`config.mk`:
```
export PLATFORM = sky130hd
export DESIGN_NAME = gjrr_ram
export DESIGN_NICKNAME = d
export VERILOG_FILES = /design/src/sv/gjrr_ram.sv
export SDC_FILE = /design/constraint.sdc
export NUM_CORES = 1
export LEC_CHECK = 0
export BUFFER_PORTS_ARGS = -buffer_cell sky130_fd_sc_hd__buf_2
export CAP_MARGIN = 15
export CORE_UTILIZATION = 55
export DETAILED_ROUTE_END_ITERATION = 6
export PLACE_DENSITY_LB_ADDON = 0.08
export SLEW_MARGIN = 0
export SYNTH_ARGS = -nofsm -noshare
export SYNTH_HDL_FRONTEND = slang
export SYNTH_SLANG_ARGS = --single-unit
```
`constraint.sdc`:
```
create_clock -name clk -period 9.8 [get_ports clk]
set_clock_uncertainty 0.2 [all_clocks]
set_input_delay 1.96 -clock clk [delete_from_list [all_inputs] [get_ports clk]]
set_output_delay 1.96 -clock clk [all_outputs]
set_load 0.01 [all_outputs]
```
`src/sv/gjrr_ram.sv`:
```
// Generic single-write, single-read synchronous RAM with a registered read port.
// No dependencies.
module gjrr_ram #(
	parameter int WIDTH = 40,
	parameter int DEPTH = 32,
	parameter int AW    = 5
) (
	input  logic             clk,
	input  logic             we,
	input  logic [AW-1:0]    waddr,
	input  logic [WIDTH-1:0] wdata,
	input  logic [AW-1:0]    raddr,
	output logic [WIDTH-1:0] rdata
);
	logic [WIDTH-1:0] mem [DEPTH];

	always_ff @(posedge clk) begin
		if (we) mem[waddr] <= wdata;
		rdata <= mem[raddr];
	end
endmodule

```
==> metrics.md <==
| Metric | Value |
|---|---|
| Clock share of power | `between 40% and 50%` |
| Sequential share of power | `53.1%` |
| Number of nets with antenna violations after routing | `0` |
| Slew Limit Fails | `0` |
| Area contributors post-synth | `edfxtp_1, mux2i_1, a22oi_1, dfxtp_1, a22o_1` |
| Critical path peak fanout | `97` |
| Startpoint Class | `input pin` |
| Dpl cells | `3968` |
| CP arrival | `approximately 4900 ps` |
| Cts repair resizes | `0` |
| Peak Freq | `roughly 230 MHz` |
| Yosys top cell by area | `edfxtp_1` |
| DR WL/cell | `29.7 um` |
| Syn nets | `about 2900` |
| DR iter-0 viols | `2993` |
| Status | `complete, no violations` |
| Worst r2r src | `mem[7][36]` |
| Clock Latency Late Sink | `around 740 ps` |
| CTS tree | `built` |
| Reg2Reg Setup Slack | `about 8000 ps` |
| Crit. End Element | `flip-flop` |
| #FFs+latches synth | `1320` |
| Crit path cell chain | `buf_8, buf_12, buf_12, mux2i_1, a22o_1, nor3_1, a31oi_1, nand3_1` |
| Core area | `90600 um2` |
| Cell mode on critical path | `buf_12` |
| Peak VDD IR | `approximately 190 uV` |
| Pwr Total | `0.0119 W` |
| Net Switching | `0.00247 W` |
| Worst endpoint required time | `10210 ps` |
| Internal power | `~0.0094 W` |
| Fillcell total | `6397` |
| Fin nets | `2983` |
| Crit path largest cell delay | `650 ps` |
| Global-route wire length before repair | `180 mm` |
| Vias/cell | `6.28` |
| Routed wire length | `125 mm` |
| Reg2reg path depth | `5` |
| Slowest CP cell | `buf_8` |
| Worst Hold Class | `reg -> reg` |
| Worst Max-Slew Pin Slew | `~1200 ps` |
| Die height | `305 um` |
| R2R Path End | `rdata[36]` |
| Total grt overflow | `0` |
| Warnings from Yosys | `0` |
| Sw frac | `a little over a fifth` |
| Port bufs | `91` |
| Sequential area share after synthesis | `between 70% and 80%` |
| Mapped cell area | `50600 um2` |
| Syn_area_per_cell | `18.0 um2` |
| Clock Sinks | `1320` |
| Hold endpoint | `rdata[4]` |
| Clk slew on worst S/H paths | `60 ps` |
| Via count | `roughly 26000` |
| Pwr dens | `approximately 210 nW/um2` |
| Worst Hold Depth | `4` |
| Sequential cell area | `39200 um2` |
| Area Growth Syn to Fin | `11.9%` |
| Total GRT Usage | `27.0%` |
| Syn Inst Count | `2813` |
| Largest net degree at the start of global routing | `161` |
| Max-cap viol count | `0` |
| Clock tree buffer depth | `3` |
| GPL Wtd Cong | `~0.75` |
| Tmin final | `roughly 4400 ps` |
| Final hold vios | `0` |
| Initial antenna violation count | `7` |
| Layout cells sized above 1 | `11.9%` |
| Die width | `between 300 and 400 um` |
| Initial core utilization | `55.8%` |
| Critical path's top delay family | `buffers and inverters` |
| Drt drc | `0` |
| Row Count | `110` |
| Worst slew margin | `21.2%` |
| Hold-fix buffers at CTS | `0` |
| Post-synth EDFFs | `1280` |
| DP HPWL | `56.4 mm` |
| Multi-input logic area | `10600 um2` |
| Final setup viols | `0` |
| FFs w/ async S/R, synth | `0%` |
| Setup TNS | `0 ps` |
| Root Driver | `clkbuf_16` |
| Worst Setup Path Type | `in -> reg` |
| Hold Crit Start | `mem[16][4]` |
| Num CTS Buffers | `137` |
| Buf+Inv Stages, Crit Path | `3` |
| Leakage power | `19.7 nW` |
| Period Utilization, post-route | `a little under half` |
| Die area | `93200 um2` |
| Yosys top cell area share | `about 76%` |
| Cell variety after synth | `26` |
| Htree depth | `4` |
| First-pass DRT Iterations | `5` |
| Main synth FF type | `edfxtp_1` |
| Io pins | `92` |
| Top cells by instance count after synthesis | `edfxtp_1, mux2i_1, nand2_1, nand3_1` |
| Vias in the first global route | `around 26000` |
| Most common cell in the netlist | `edfxtp_1` |
| Non-Filler Instances | `4215` |
| Comb power frac | `4.8%` |
| Post-CTS Repair Setup Buffers | `0` |
| RSZ-0062 raised after global routing | `no` |
| Levels on crit path | `8` |
how the worst max path moves through the flow:
stage,from,end
final,raddr[0],rdata[28]
after global routing,raddr[0],rdata[28]
after CTS,raddr[0],rdata[31]
after detailed placement,raddr[0],rdata[28]
after global placement,raddr[0],rdata[35]
after floorplan,waddr[1],mem[12][0]
worst min-delay path: stages (launching register included):
cell and delay (ps):
edfxtp_1 320, mux2i_1 60, nand2_1 60, a31oi_1 70
nand3_1 60
cell usage in the layout (no fill, tap or decap), types with 2 or more instances in the layout:
| cell | synthesis | layout |
|---|---|---|
| edfxtp_1 | 1280 | 1280 |
| mux2i_1 | 640 | 640 |
| clkbuf_16 | 0 | 144 |
| nand3_1 | 122 | 122 |
| nand2_1 | 122 | 121 |
| a22oi_1 | 120 | 120 |
| a21oi_1 | 120 | 120 |
| buf_2 | 31 | 90 |
| a22o_1 | 80 | 80 |
| buf_4 | 23 | 41 |
| nor3_1 | 40 | 40 |
| a31oi_1 | 40 | 40 |
| dfxtp_1 | 40 | 40 |
| clkinv_1 | 0 | 36 |
| nor2_4 | 0 | 33 |
| clkbuf_1 | 62 | 28 |
| clkinv_2 | 0 | 16 |
| bufinv_16 | 0 | 9 |
| inv_6 | 0 | 7 |
| buf_12 | 0 | 7 |
| nand3b_1 | 5 | 5 |
| clkbuf_8 | 0 | 5 |
| nor2b_4 | 0 | 2 |
| nand2b_2 | 0 | 2 |
| or3b_2 | 2 | 2 |
layout make-up:
| cell class | instances | area share, % |
|---|---|---|
| clock buffer | 177 | 6.67 |
| timing repair buffer | 139 | 1.61 |
| clock inverter | 69 | 0.995 |
| sequential | 1320 | 69.3 |
| tap | 1176 | 2.60 |
| multi-input combinational | 1333 | 18.8 |
| antenna | 1 | 0.00442 |
flip-flops by register name, summed over array words and instances, names as in the netlist:
name   cells
mem     1280
rdata     40
kinds of logic (layout without fill, tap and decap cells):
family / Yosys count / after routing / synth area share, %
AO/OA/AOI/OAI: 360 / 360 / 4.85
buffers and inverters: 160 / 385 / 1.90
flip-flops: 1320 / 1320 / 77.6
multiplexers: 640 / 640 / 12.7
other: 0 / 1 / 0
AND/OR/NAND/NOR: 333 / 333 / 2.98
per-stage QoR:
| step | utilization [%] | worst slack [ps] | hold WS [ps] | cell area [um2] |
|---|---|---|---|---|
| 5_1_grt | 62.5 | 5180 | 430 | 56600 |
| 3_5_place_dp | 57.7 | 4660 | 381 | 52300 |
| 4_1_cts | 62.5 | 5430 | 385 | 56600 |
| 3_3_place_gp | 57.7 | 4680 | 373 | 52300 |
| 6_report | 62.5 | 5360 | 383 | 56600 |
| 2_1_floorplan | - | 4860 | 354 | 50600 |
power groups by stage:
stage	clock network, W	logic [W]	registers, W
4_1_cts	0.00507	0.000567	0.00631
3_5_place_dp	0	0.000565	0.00643
5_1_grt	0.00529	0.000606	0.00631
3_3_place_gp	0	0.000554	0.00643
6_report	0.00500	0.000568	0.00631
2_1_floorplan	0	0.000324	0.00643
layer usage:
metal | vias to the layer above | wire length [um] | GRT usage, %
li1 | 11437 | - | -
met1 | 13844 | 54300 | 39.9
met2 | 1024 | 59200 | 42.1
met3 | 170 | 9100 | 4.22
met4 | 2 | 2700 | 7.67
met5 | - | 7 | 0
(Power assumes the default switching activity.)
